<file path="config.mk">
export PLATFORM = sky130hd
export DESIGN_NAME = sicl_div_cell
export DESIGN_NICKNAME = d
export VERILOG_FILES = /design/src/rtl/sicl_pkg.sv /design/src/rtl/sicl_div_cell.sv
export SDC_FILE = /design/constraint.sdc
export NUM_CORES = 1
export LEC_CHECK = 0
export BUFFER_PORTS_ARGS = -buffer_cell sky130_fd_sc_hd__buf_2
export CORE_AREA = 2 2 401 403
export CTS_BUF_LIST = sky130_fd_sc_hd__clkbuf_8
export CTS_CLUSTER_DIAMETER = 80
export CTS_CLUSTER_SIZE = 12
export DETAILED_ROUTE_END_ITERATION = 16
export DIE_AREA = 0 0 403 405
export GPL_TIMING_DRIVEN = 0
export PLACE_DENSITY = 0.38
export RECOVER_POWER = 25
export SLEW_MARGIN = 30
export SYNTH_ARGS = -nofsm -noshare
export SYNTH_HDL_FRONTEND = slang
export SYNTH_SLANG_ARGS = --single-unit
</file>
<file path="constraint.sdc">
create_clock -name clk -period 1.2 [get_ports clk]
set_input_delay 0.06 -clock clk [delete_from_list [all_inputs] [get_ports clk]]
set_output_delay 0.06 -clock clk [all_outputs]
set_load 0.01 [all_outputs]
</file>
<file path="src/rtl/sicl_pkg.sv">
// ----------------------------------------------------------------------------
// sicl_pkg
// Shared widths, codes, the pipeline item types and the divider step
// functions for the segment intersection classifier.
// ----------------------------------------------------------------------------
package sicl_pkg;

    localparam int COORD_WIDTH = 32;
    localparam int D_W   = COORD_WIDTH + 1;      // coordinate differences
    localparam int P_W   = 2 * D_W;              // single cross products
    localparam int W_W   = P_W + 1;              // den, t and s numerators
    localparam int MAG_W = P_W;                  // magnitude of den / t numerator
    localparam int NUM_W = 3 * D_W;              // |t_num * d|
    localparam int QBITS = 2 * COORD_WIDTH - 2;  // quotient bits before saturation
    localparam int SUM_W = QBITS + 2;

    typedef enum logic [2:0] {
        REL_PARALLEL = 3'd0,
        REL_INSIDE   = 3'd1,
        REL_FORWARD  = 3'd2,
        REL_BACKWARD = 3'd3,
        REL_MIXED    = 3'd4
    } sicl_rel_t;

    typedef struct packed {
        logic [MAG_W-1:0]       rem;
        logic [QBITS-1:0]       low;
        logic [QBITS-1:0]       quo;
        logic                   neg;
        logic                   big;
        logic [COORD_WIDTH-1:0] start;
    } sicl_lane_t;

    typedef struct packed {
        logic             vld;
        sicl_rel_t        rel;
        logic             pv;
        logic [MAG_W-1:0] den;
        sicl_lane_t       x;
        sicl_lane_t       y;
    } sicl_div_t;

    typedef struct packed {
        logic                   sat;
        logic [COORD_WIDTH-1:0] val;
    } sicl_coord_t;

    // One restoring long-division step: bring down the next numerator bit.
    function automatic sicl_lane_t lane_step(input sicl_lane_t l,
                                             input logic [MAG_W-1:0] den);
        logic [MAG_W:0] r2;
        logic [MAG_W:0] d2;
        sicl_lane_t     o;
        o  = l;
        r2 = {l.rem, l.low[QBITS-1]};
        d2 = {1'b0, den};
        o.low = {l.low[QBITS-2:0], 1'b0};
        if (r2 >= d2)
        begin
            r2    = r2 - d2;
            o.quo = {l.quo[QBITS-2:0], 1'b1};
        end
        else
        begin
            o.quo = {l.quo[QBITS-2:0], 1'b0};
        end
        o.rem = r2[MAG_W-1:0];
        return o;
    endfunction

    // Apply the sign, add the start point and clamp to the coordinate range.
    function automatic sicl_coord_t lane_out(input sicl_lane_t l);
        logic signed [SUM_W-1:0] qs;
        logic signed [SUM_W-1:0] sum;
        logic signed [SUM_W-1:0] hi;
        logic signed [SUM_W-1:0] lo;
        sicl_coord_t             o;
        qs  = {2'b00, l.quo};
        if (l.neg)
        begin
            qs = -qs;
        end
        sum = {{(SUM_W-COORD_WIDTH){l.start[COORD_WIDTH-1]}}, l.start} + qs;
        hi  = {{(SUM_W-COORD_WIDTH+1){1'b0}}, {(COORD_WIDTH-1){1'b1}}};
        lo  = {{(SUM_W-COORD_WIDTH+1){1'b1}}, {(COORD_WIDTH-1){1'b0}}};
        o.sat = 1'b1;
        if (l.big)
        begin
            o.val = l.neg ? lo[COORD_WIDTH-1:0] : hi[COORD_WIDTH-1:0];
        end
        else if (sum > hi)
        begin
            o.val = hi[COORD_WIDTH-1:0];
        end
        else if (sum < lo)
        begin
            o.val = lo[COORD_WIDTH-1:0];
        end
        else
        begin
            o.sat = 1'b0;
            o.val = sum[COORD_WIDTH-1:0];
        end
        return o;
    endfunction

endpackage

</file>
<file path="src/rtl/sicl_div_cell.sv">
// ----------------------------------------------------------------------------
// sicl_div_cell
// One cell of the long-division chain: one quotient bit for each coordinate.
// ----------------------------------------------------------------------------
module sicl_div_cell (
    input  logic                clk,
    input  logic                rst_n,
    input  logic                en,
    input  sicl_pkg::sicl_div_t din,
    output sicl_pkg::sicl_div_t dout
);

    sicl_pkg::sicl_div_t cell_reg;
    sicl_pkg::sicl_div_t cell_next;

    always_comb
    begin
        cell_next   = din;
        cell_next.x = sicl_pkg::lane_step(din.x, din.den);
        cell_next.y = sicl_pkg::lane_step(din.y, din.den);
    end

    always_ff @(posedge clk or negedge rst_n)
    begin
        if (!rst_n)
        begin
            cell_reg <= '0;
        end
        else if (en)
        begin
            cell_reg <= cell_next;
        end
    end

    assign dout = cell_reg;

endmodule

</file>
Yosys cells after proc, flatten, opt, wreduce, memory -nomap -nowiden

Index checks and enable logic that the tools add are counted.

Bits in registers: 517
Input port bits: 522
Output and inout port bits: 519
Logic and storage cells: 24

$add $sub $neg: 2
$lt $le $gt $ge: 2
Mux-type cells: 4

Operators by type and width:

| kind           | number |
|---|---|
| $ge 67x66->1   | 2 |
| $mux 66        | 2 |
| $sub 66x66->66 | 2 |
| $mux 1         | 2 |

Depth between registers and ports, before layout

Gate-level depths: netlist (run 1).

Word-level depth: 2
Mapped depth: 16
Gate-level depth less buffers: 15

Worst setup path before layout (run 1)

OpenSTA, ideal clock, no wires.

Path kind: in2reg
Start point: input din[464] in the netlist's numbering
End point: register cell_reg (netlist bit dout[222])
Setup time: 0.128 ns
Data arrival time: 2.962 ns
Data required time: 1.072 ns
Slack: -1.890 ns
Stages on the path: 14
Buffers on the path: 1
Path through: inv_1 ha_1 buf_2 nand4_2 or4_4 nor4_2 nor3_1 a2111o_1 o21ba_2 o21a_4 o31a_1 a21boi_2 xnor2_1 o22ai_2

Longest elaborated chain between the ends: 2
Elaborated cells between the ends (all ways): 3
Classes of those cells: add/sub: 1; order compare: 1; mux: 1

Ends and longest elaborated chain:

| what                                                  | RTL line                       | source |
|---|---|---|
| start: declaration                                    | sicl_div_cell.sv:9             | `input sicl_pkg::sicl_div_t din,` |
| $sub 66x66->66 / $ge 67x66->1 (equally long branches) | sicl_pkg.sv:60, sicl_pkg.sv:58 |  |
| $mux 66 (*)                                           | sicl_pkg.sv:58                 | `if (r2 >= d2)` |
| end signal: assignment                                | sicl_div_cell.sv:31            | `cell_reg <= cell_next;` |
| end: declaration                                      | sicl_div_cell.sv:13            | `sicl_pkg::sicl_div_t cell_reg;` |

Every way passes the cells marked *; elsewhere a longest branch is shown, timed or not.
A chain may end at the register's enable or synchronous reset.

Worst setup path after layout (run 1)

Start point: input din[461] in the netlist's numbering
End point: register cell_reg (netlist bit dout[407])

Same word-level chain as after synthesis.

==> summary.md, run 1 <==
| Metric | Value |
|---|---|
| Status | `finished with violations` |
| Violated checks | `negative hold slack, negative setup slack` |
| Min Hold Slack | `-477 ps` |
| Slowest Stage Delay on Critical Path | `290 ps` |
| Hold/Removal Path Class | `primary input to register` |
| Post-synth ARST share | `1.00` |
| Slew Limit Fails | `0` |
| Top cell type by total area after synthesis | `dfrtp_1` |
| R2R Path Start | `dout[512]` |
| Placer Congestion | `0.941` |
| Inserted Clock Buffers | `67` |
| Port Buf Inserts | `1035` |
| Placed wire-length estimate | `142000 µm` |
| Final period util | `2.23` |
| Max-cap check violation count | `0` |
| Initial antenna violation count | `104` |
| Yosys warns | `0` |
| Count leader, synth | `dfrtp_1` |
| Met3 wire length | `11900 µm` |
| Final worst slack | `-1480 ps` |
| Main combinational cell family by area after synthesis | `multiplexers` |
| Clock Sinks | `517` |
| Post-synth top area share | `0.458` |
| Synthesized cell area | `0.0282 mm²` |
| Max FFs per register | `517` |
| Pre-CTS setup slack | `-4000 ps` |
| HP Start | `din[512]` |
| Top Ports | `1041` |
| First-pass GRT wire length | `240000 µm` |
| Synth area leaders | `dfrtp_1 (46%), mux2_2 (16%), ha_1 (5.8%)` |
| Adder-Cell Fraction of Synth Area | `0.0599` |
| Clk pin slew, worst setup/hold paths | `90 ps` |
| Clock Tree Buf Depth | `3` |
| CP Max Fanout | `10` |
| CP most frequent cell | `buf_6` |
| Die area | `0.163 mm²` |
| Hold Violations, Final | `90` |
| Die X | `403 µm` |
| Final core occ | `0.308` |
| Top sig layer | `met5` |
| Met2 WL | `88900 µm` |
| CP Capture Type | `register` |
| Antenna viol nets, final | `0` |
| WS Path Type | `primary input to register` |
| Critical Path AT | `3280 ps` |
| Startpoint types | `primary input` |
| Initial Util | `0.177` |
| TritonRoute pass-1 iters | `5` |
| Slew @ Worst Pin | `1450 ps` |
| Setup violators final | `1045` |
| Net count, final | `5305` |
| Fmax | `0.373 GHz` |
| Synth Area in Simple Gates | `0.0932` |
| Largest net degree at the start of global routing | `77` |
| Slew HR | `0.0339` |
| Post-synth cell types | `74` |
| Crit path cell chain | `buf_2, inv_4, ha_1, buf_6, nand2_2, o21a_1, a21boi_4, o31ai_4, buf_6, a2111oi_4, buf_6, o21ai_4, buf_12, a31oi_4, a211o_4, buf_12, buf_6, buf_12, mux2i_1, a21oi_1` |
| Synth Register Bits | `517` |
| Mux cell area share after synthesis | `0.178` |
| Synth cell count leaders | `dfrtp_1 (517), mux2_2 (389), a21oi_1 (306)` |
| Cells after Synth | `2693` |
| WL final | `177000 µm` |
| Compound-Gate Fraction of Synth Area | `0.138` |
| Worst Path Required | `1800 ps` |
| Post-synthesis average cell area | `10.5 µm²` |
| Vias/cell | `4.29` |
| Crit path from | `din[461]` |
| Vias in the first global route | `30400` |
| H-Tree Depth | `3` |
| CTS tree | `done` |
| Detailed-route via count | `29300` |
| Max IR drop VDD | `0.723 mV` |
| Leak Pwr | `0.0219 µW` |
| Root Buffer Master | `clkbuf_8` |
| Initial detailed-routing violation count | `1288` |
| Synth Flop Type | `dfrtp_1` |
| CP max-delay cell | `a2111oi_4` |
| CP delay by family, top | `compound AO/OA/AOI/OAI gates` |
| Post-Route M1 WL | `66800 µm` |
| Number of synthesized flops with an enable pin | `0` |
| Worst-Skew Late Latency | `770 ps` |
| PwrDens | `1130 mW/mm²` |
| Final min period | `2680 ps` |
| Area share of xor/xnor cells in the synthesized design | `0.0381` |
| Core area | `0.159 mm²` |
| FILL cells | `17000` |
| GRT Util Overall | `0.208` |
| Worst Clk Skew | `0 ps` |
| Rows | `147` |
| Overall power | `55500 µW` |
| Post-synthesis sequential area ratio | `0.458` |
| GRT overflow | `0` |
| Wire per inst | `25.9 µm` |
| RSZ-0062 raised after global routing | `true` |
| CP Buf/Inv Count | `9` |
| Layout cell share with drive strength beyond 1 | `0.436` |
| TNS Setup | `-372170 ps` |
| Residual DRC | `0` |
| Area growth, synth to finish | `73.5%` |
| Die H | `405 µm` |
## placed cells by master (no fill, tap or decap), types with 13 or more instances in the layout
master and instances:
o21ai_2 13, xnor2_1 75, buf_2 1024, nand3_1 30
ha_1 89, buf_4 68, nor2_2 27, clkbuf_2 52
diode_2 45, o21ai_0 60, buf_12 18, inv_1 80
ha_4 37, dfrtp_1 517, a21oi_1 233, nand4_1 38
mux2i_1 45, mux2_2 389, a31oi_1 14, a21oi_2 53
dlygate4sd3_1 766, clkbuf_8 82, a21oi_4 20, buf_6 18
nor2_1 203, o21bai_1 25, and3_1 18, nand2_1 123
xor2_1 46, clkbuf_1 43, o21ai_1 21, a21o_1 74
## path summary, 6_finish.rpt
kind / endpoint / slack (ps) / cells after the start
setup / recovery: dout[407] / -1480 / 20
hold reg to reg: dout[179] / 500 / 2
hold / removal: dout[512] / -480 / 2
max in group asynchronous: dout[34] / -990 / 4
setup reg to reg: dout[512] / 380 / 1
min in group asynchronous: dout[472] / -380 / 1
## stage by stage
step / cell area [µm²] / instances
6_report: 49000 / 6814
5_1_grt: 49000 / 6802
4_1_cts: 47700 / 6702
3_5_place_dp: 37300 / 5826
3_3_place_gp: 37000 / 5815
2_1_floorplan: 29200 / 2694
## repair_timing
item / in CTS / in global routing
hold buffers: 706 / 61
endpoints found under the hold margin: 708 / 282
endpoints found under the setup margin: 837 / 890
cloned: 8 / 3
pin swaps: 80 / 57
buffers inserted: 76 / 8
resized for setup: 275 / 114
## cell families (layout without fill, tap and decap cells)
group	after synthesis	count (layout)
flip-flops	517	517
adder cells (fa/ha/maj)	134	134
AO/OA/AOI/OAI	642	642
AND/OR/NAND/NOR	568	568
multiplexers	454	454
other	1	47
XOR/XNOR	123	123
buffers and inverters	254	2243
## power breakdown
group	internal, µW	leakage (µW)	switching [µW]
Clock	5900	0.000670	8660
Sequential	19600	0.00601	1180
Combinational	9120	0.0152	11100
Total	34600	0.0219	20900
## metal layers
layer  global-route usage  up-vias
li1                     -    13600
met1                0.229    14400
met2                0.377      861
met3               0.0584      333
met4               0.0832       72
met5                    0        -
## area by class of cell
type | count | area [µm²] | share of cell area
flip-flops and latches | 517 | 12900 | 0.264
well taps | 2086 | 2610 | 0.0533
repair buffers | 1903 | 14100 | 0.289
clock inverters | 31 | 299 | 0.00610
plain buffers | 132 | 1060 | 0.0216
diodes | 45 | 113 | 0.00230
multi-input cells | 1923 | 16400 | 0.334
clock buffers | 72 | 991 | 0.0202
inverters | 105 | 455 | 0.00930
No activity file was read; power rests on OpenSTA's default activity.
==> inputs of run 2 (changes only) <==
--- a/config.mk
+++ b/config.mk
@@ -5,15 +5,16 @@
 export SDC_FILE = /design/constraint.sdc
 export NUM_CORES = 1
 export LEC_CHECK = 0
+export ABC_AREA = 1
 export BUFFER_PORTS_ARGS = -buffer_cell sky130_fd_sc_hd__buf_2
-export CORE_AREA = 2 2 401 403
+export CORE_AREA = 2 2 410 412
 export CTS_BUF_LIST = sky130_fd_sc_hd__clkbuf_8
 export CTS_CLUSTER_DIAMETER = 80
 export CTS_CLUSTER_SIZE = 12
 export DETAILED_ROUTE_END_ITERATION = 16
-export DIE_AREA = 0 0 403 405
+export DIE_AREA = 0 0 412 414
 export GPL_TIMING_DRIVEN = 0
-export PLACE_DENSITY = 0.38
+export PLACE_DENSITY = 0.4
 export RECOVER_POWER = 25
 export SLEW_MARGIN = 30
 export SYNTH_ARGS = -nofsm -noshare
==> summary.md, run 2 <==
| Metric | Value |
|---|---|
| Status | `finished with violations` |
| Violated checks | `negative hold slack, negative setup slack` |
| Inserted Clock Buffers | `56 (-16%)` |
| Synth cell count leaders | `nand2_1 (2602), inv_1 (666), dfrtp_1 (517)` |
| R2R Path Start | `dout[223]` |
| Net count, final | `7774 (+47%)` |
| GRT Util Overall | `0.237 (+0.0287)` |
| Rows | `150 (+2.0%)` |
| Cells after Synth | `5123 (+90%)` |
| Hold Violations, Final | `79 (-12%)` |
| Detailed-route via count | `40400 (+38%)` |
| Initial antenna violation count | `60 (-42%)` |
| Layout cell share with drive strength beyond 1 | `0.284 (-0.151)` |
| Largest net degree at the start of global routing | `78 (+1.3%)` |
| CP Max Fanout | `6 (-4)` |
| Commonest non-fill, non-tap cell in the layout | `nand2_1` |
| Area growth, synth to finish | `67.6%` |
| Psw | `22000 µW (+5.1%)` |
| Clk pwr share | `0.233 (-0.029)` |
| Post-synthesis sequential area ratio | `0.388 (-0.0698)` |
| Slew Limit Fails | `0 (unchanged)` |
| Core area | `0.166 mm² (+4.4%)` |
| FILL cells | `18300 (+7.8%)` |
| Post-synth ARST share | `1.00 (unchanged)` |
| Hold depth | `3 (+1)` |
| Placed wire-length estimate | `171000 µm (+21%)` |
| Critical Path AT | `2580 ps (-700 ps)` |
| Yosys warns | `0 (unchanged)` |
| Die H | `414 µm (+2.2%)` |
| Mux cell area share after synthesis | `0 (-0.178)` |
| Root Buffer Master | `clkbuf_8` |
| Clk pin slew, worst setup/hold paths | `80 ps (about the same)` |
| Clock Sinks | `517 (unchanged)` |
| Count leader, synth | `nand2_1` |
| Reg area | `0.0129 mm² (unchanged)` |
| Worst-Skew Late Latency | `780 ps (about the same)` |
| Reg2reg setup slack | `420 ps (+40 ps)` |
| Slew HR | `0.312 (+0.278)` |
| Fmax | `0.527 GHz (+41%)` |
| Vias in the first global route | `40100 (+32%)` |
| Setup violators final | `1113 (+6.5%)` |
| HP Start | `din[448]` |
| Antenna viol nets, final | `0 (unchanged)` |
| CTS tree | `done` |
| Switching Share | `0.393 (+0.0165)` |
| Min Hold Slack | `-391 ps (+86.3 ps)` |
| Top cell type by total area after synthesis | `dfrtp_1` |
| Die area | `0.171 mm² (+4.5%)` |
| WL final | `213000 µm (+20%)` |
| Worst Clk Skew | `0 ps (unchanged)` |
| Max FFs per register | `517 (unchanged)` |
| Synth area leaders | `dfrtp_1 (39%), nand2_1 (29%), inv_1 (7.5%)` |
| Initial Util | `0.200 (+0.0231)` |
| Initial detailed-routing violation count | `2748 (+110%)` |
| R2R depth | `2 (+1)` |
| Area share of xor/xnor cells in the synthesized design | `0.0205 (-0.0176)` |
| Logic pwr share | `0.400 (+0.036)` |
| Vias/cell | `4.31 (+0.39%)` |
| Multi-input gate area | `0.0205 mm² (+25%)` |
| PwrDens | `1000 mW/mm² (-12%)` |
| Flop pwr share | `0.367 (-0.007)` |
| First-pass GRT wire length | `292000 µm (+22%)` |
| Compound-Gate Fraction of Synth Area | `0.0357 (-0.102)` |
| Post-synthesis average cell area | `6.50 µm² (-38%)` |
| Post-synth cell types | `35 (-53%)` |
| Synth Register Bits | `517 (unchanged)` |
| Final min period | `1900 ps (-783 ps)` |
| H-Tree Depth | `2 (-1)` |
| Slew @ Worst Pin | `1030 ps (-418 ps)` |
| Placer Congestion | `0.953 (+1.3%)` |
| Leak Pwr | `0.0295 µW (+35%)` |
| Internal power | `33900 µW (-2.0%)` |
| GRT overflow | `0 (unchanged)` |
| CP Capture Type | `register` |
| Top Ports | `1041 (unchanged)` |
| Main combinational cell family by area after synthesis | `simple AND/OR/NAND/NOR gates` |
| RSZ-0062 raised after global routing | `true` |
| Startpoint types | `primary input` |
| Most frequent cells in the layout | `nand2_1 (2404), buf_2 (1020), dlygate4sd3_1 (667)` |
| Port Buf Inserts | `1036 (+0.097%)` |
| WS Path Type | `primary input to register` |
| Die X | `412 µm (+2.2%)` |
| Worst Path Required | `1880 ps (+80 ps)` |
| Worst Hold Endpoint | `dout[448]` |
| Synthesized cell area | `0.0333 mm² (+18%)` |
| Post-synth top area share | `0.388 (-0.0698)` |
| TNS Setup | `-251350 ps (+120810 ps)` |
| TritonRoute pass-1 iters | `6 (+1)` |
| Synth Flop Type | `dfrtp_1` |
| Max IR drop VDD | `0.729 mV (+0.83%)` |
| Synth Area in Simple Gates | `0.405 (+0.312)` |
| Number of synthesized flops with an enable pin | `0 (unchanged)` |
| Final worst slack | `-698 ps (+783 ps)` |
| Residual DRC | `0 (unchanged)` |
| Max-cap check violation count | `0 (unchanged)` |
| Hold/Removal Path Class | `primary input to register` |
| Reg2reg end | `dout[223]` |
| Clock Tree Buf Depth | `3 (unchanged)` |
| Final period util | `1.58 (-0.652)` |
| Wire per inst | `22.7 µm (-12%)` |
| Adder-Cell Fraction of Synth Area | `0.0508 (-0.00913)` |
-- run 2: worst max-delay path: stages --
cell and delay (ps):
buf_2 100, clkinvlp_4 230, ha_4 340, buf_4 140
a21oi_2 180, o21ai_2 110, a21oi_2 170, nor2_1 90
nor3b_4 240, buf_12 160, nand2_8 60, buf_12 150
buf_12 120, buf_12 130, nand2_2 70, nand3_2 90
nand2_1 100
-- run 2: routing by layer --
layer  track usage  vias up  wire [µm]  share of wire
li1              -    19500          -              -
met1         0.293    19200      89500           0.42
met2         0.408     1270     101000           0.47
met3        0.0408      314      12500          0.059
met4        0.0894       20      10100          0.048
met5             0        -        121        0.00057
-- run 2: cell families after synthesis --
group	count (synthesis)
adders and majority gates	134
xor gates and xnor gates	78
buffers and inverters	845
DFF	517
AOI/OAI and AO/OA	230
other	1
and+or+nand+nor	3318
-- run 2: layout make-up --
| type | instances | area share |
|---|---|---|
| inverter | 689 | 0.0500 |
| timing repair buffer | 1936 | 0.264 |
| multi-input combinational | 3762 | 0.367 |
| clock buffer | 61 | 0.0150 |
| buffer | 156 | 0.0171 |
| sequential | 517 | 0.232 |
| tap | 2204 | 0.0494 |
| antenna | 21 | 0.000941 |
| clock inverter | 17 | 0.00439 |
-- run 2: per-stage QoR --
stage | util | cells | instance area (µm²) | setup slack (ps) | power [µW]
2_1_floorplan | - | 5124 | 34400 | -607 | 29400
3_3_place_gp | 0.255 | 8364 | 42400 | -12430 | 38300
3_5_place_dp | 0.256 | 8374 | 42600 | -2300 | 38400
4_1_cts | 0.323 | 9239 | 53600 | -616 | 55300
5_1_grt | 0.336 | 9351 | 55800 | -719 | 59000
6_report | 0.336 | 9363 | 55800 | -698 | 55900
-- run 2: repair_timing --
action | 4_1_cts | 5_1_grt
pin swaps | 74 | 119
resized for setup | 402 | 311
hold buffers | 639 | 32
endpoints found under the setup margin | 1012 | 1092
cloned | 3 | 15
endpoints found under the hold margin | 812 | 237
setup buffers | 147 | 61
-- run 2: power by group through the flow --
stage,combinational (µW),clock [µW],sequential (µW)
3_5_place_dp,17600,0,20800
5_1_grt,24100,14200,20700
4_1_cts,21200,13600,20500
6_report,22300,13000,20500
2_1_floorplan,7780,0,21600
3_3_place_gp,17500,0,20800
-- run 2: how the worst max path moves through the flow --
stage	startpoint	to	depth (start not counted)
floorplan	din[484]	dout[429]	16
global placement	rst_n	dout[372]	1
detailed placement	din[506]	dout[222]	12
CTS	din[499]	dout[190]	19
global route	din[499]	dout[160]	19
finish	din[506]	dout[441]	17
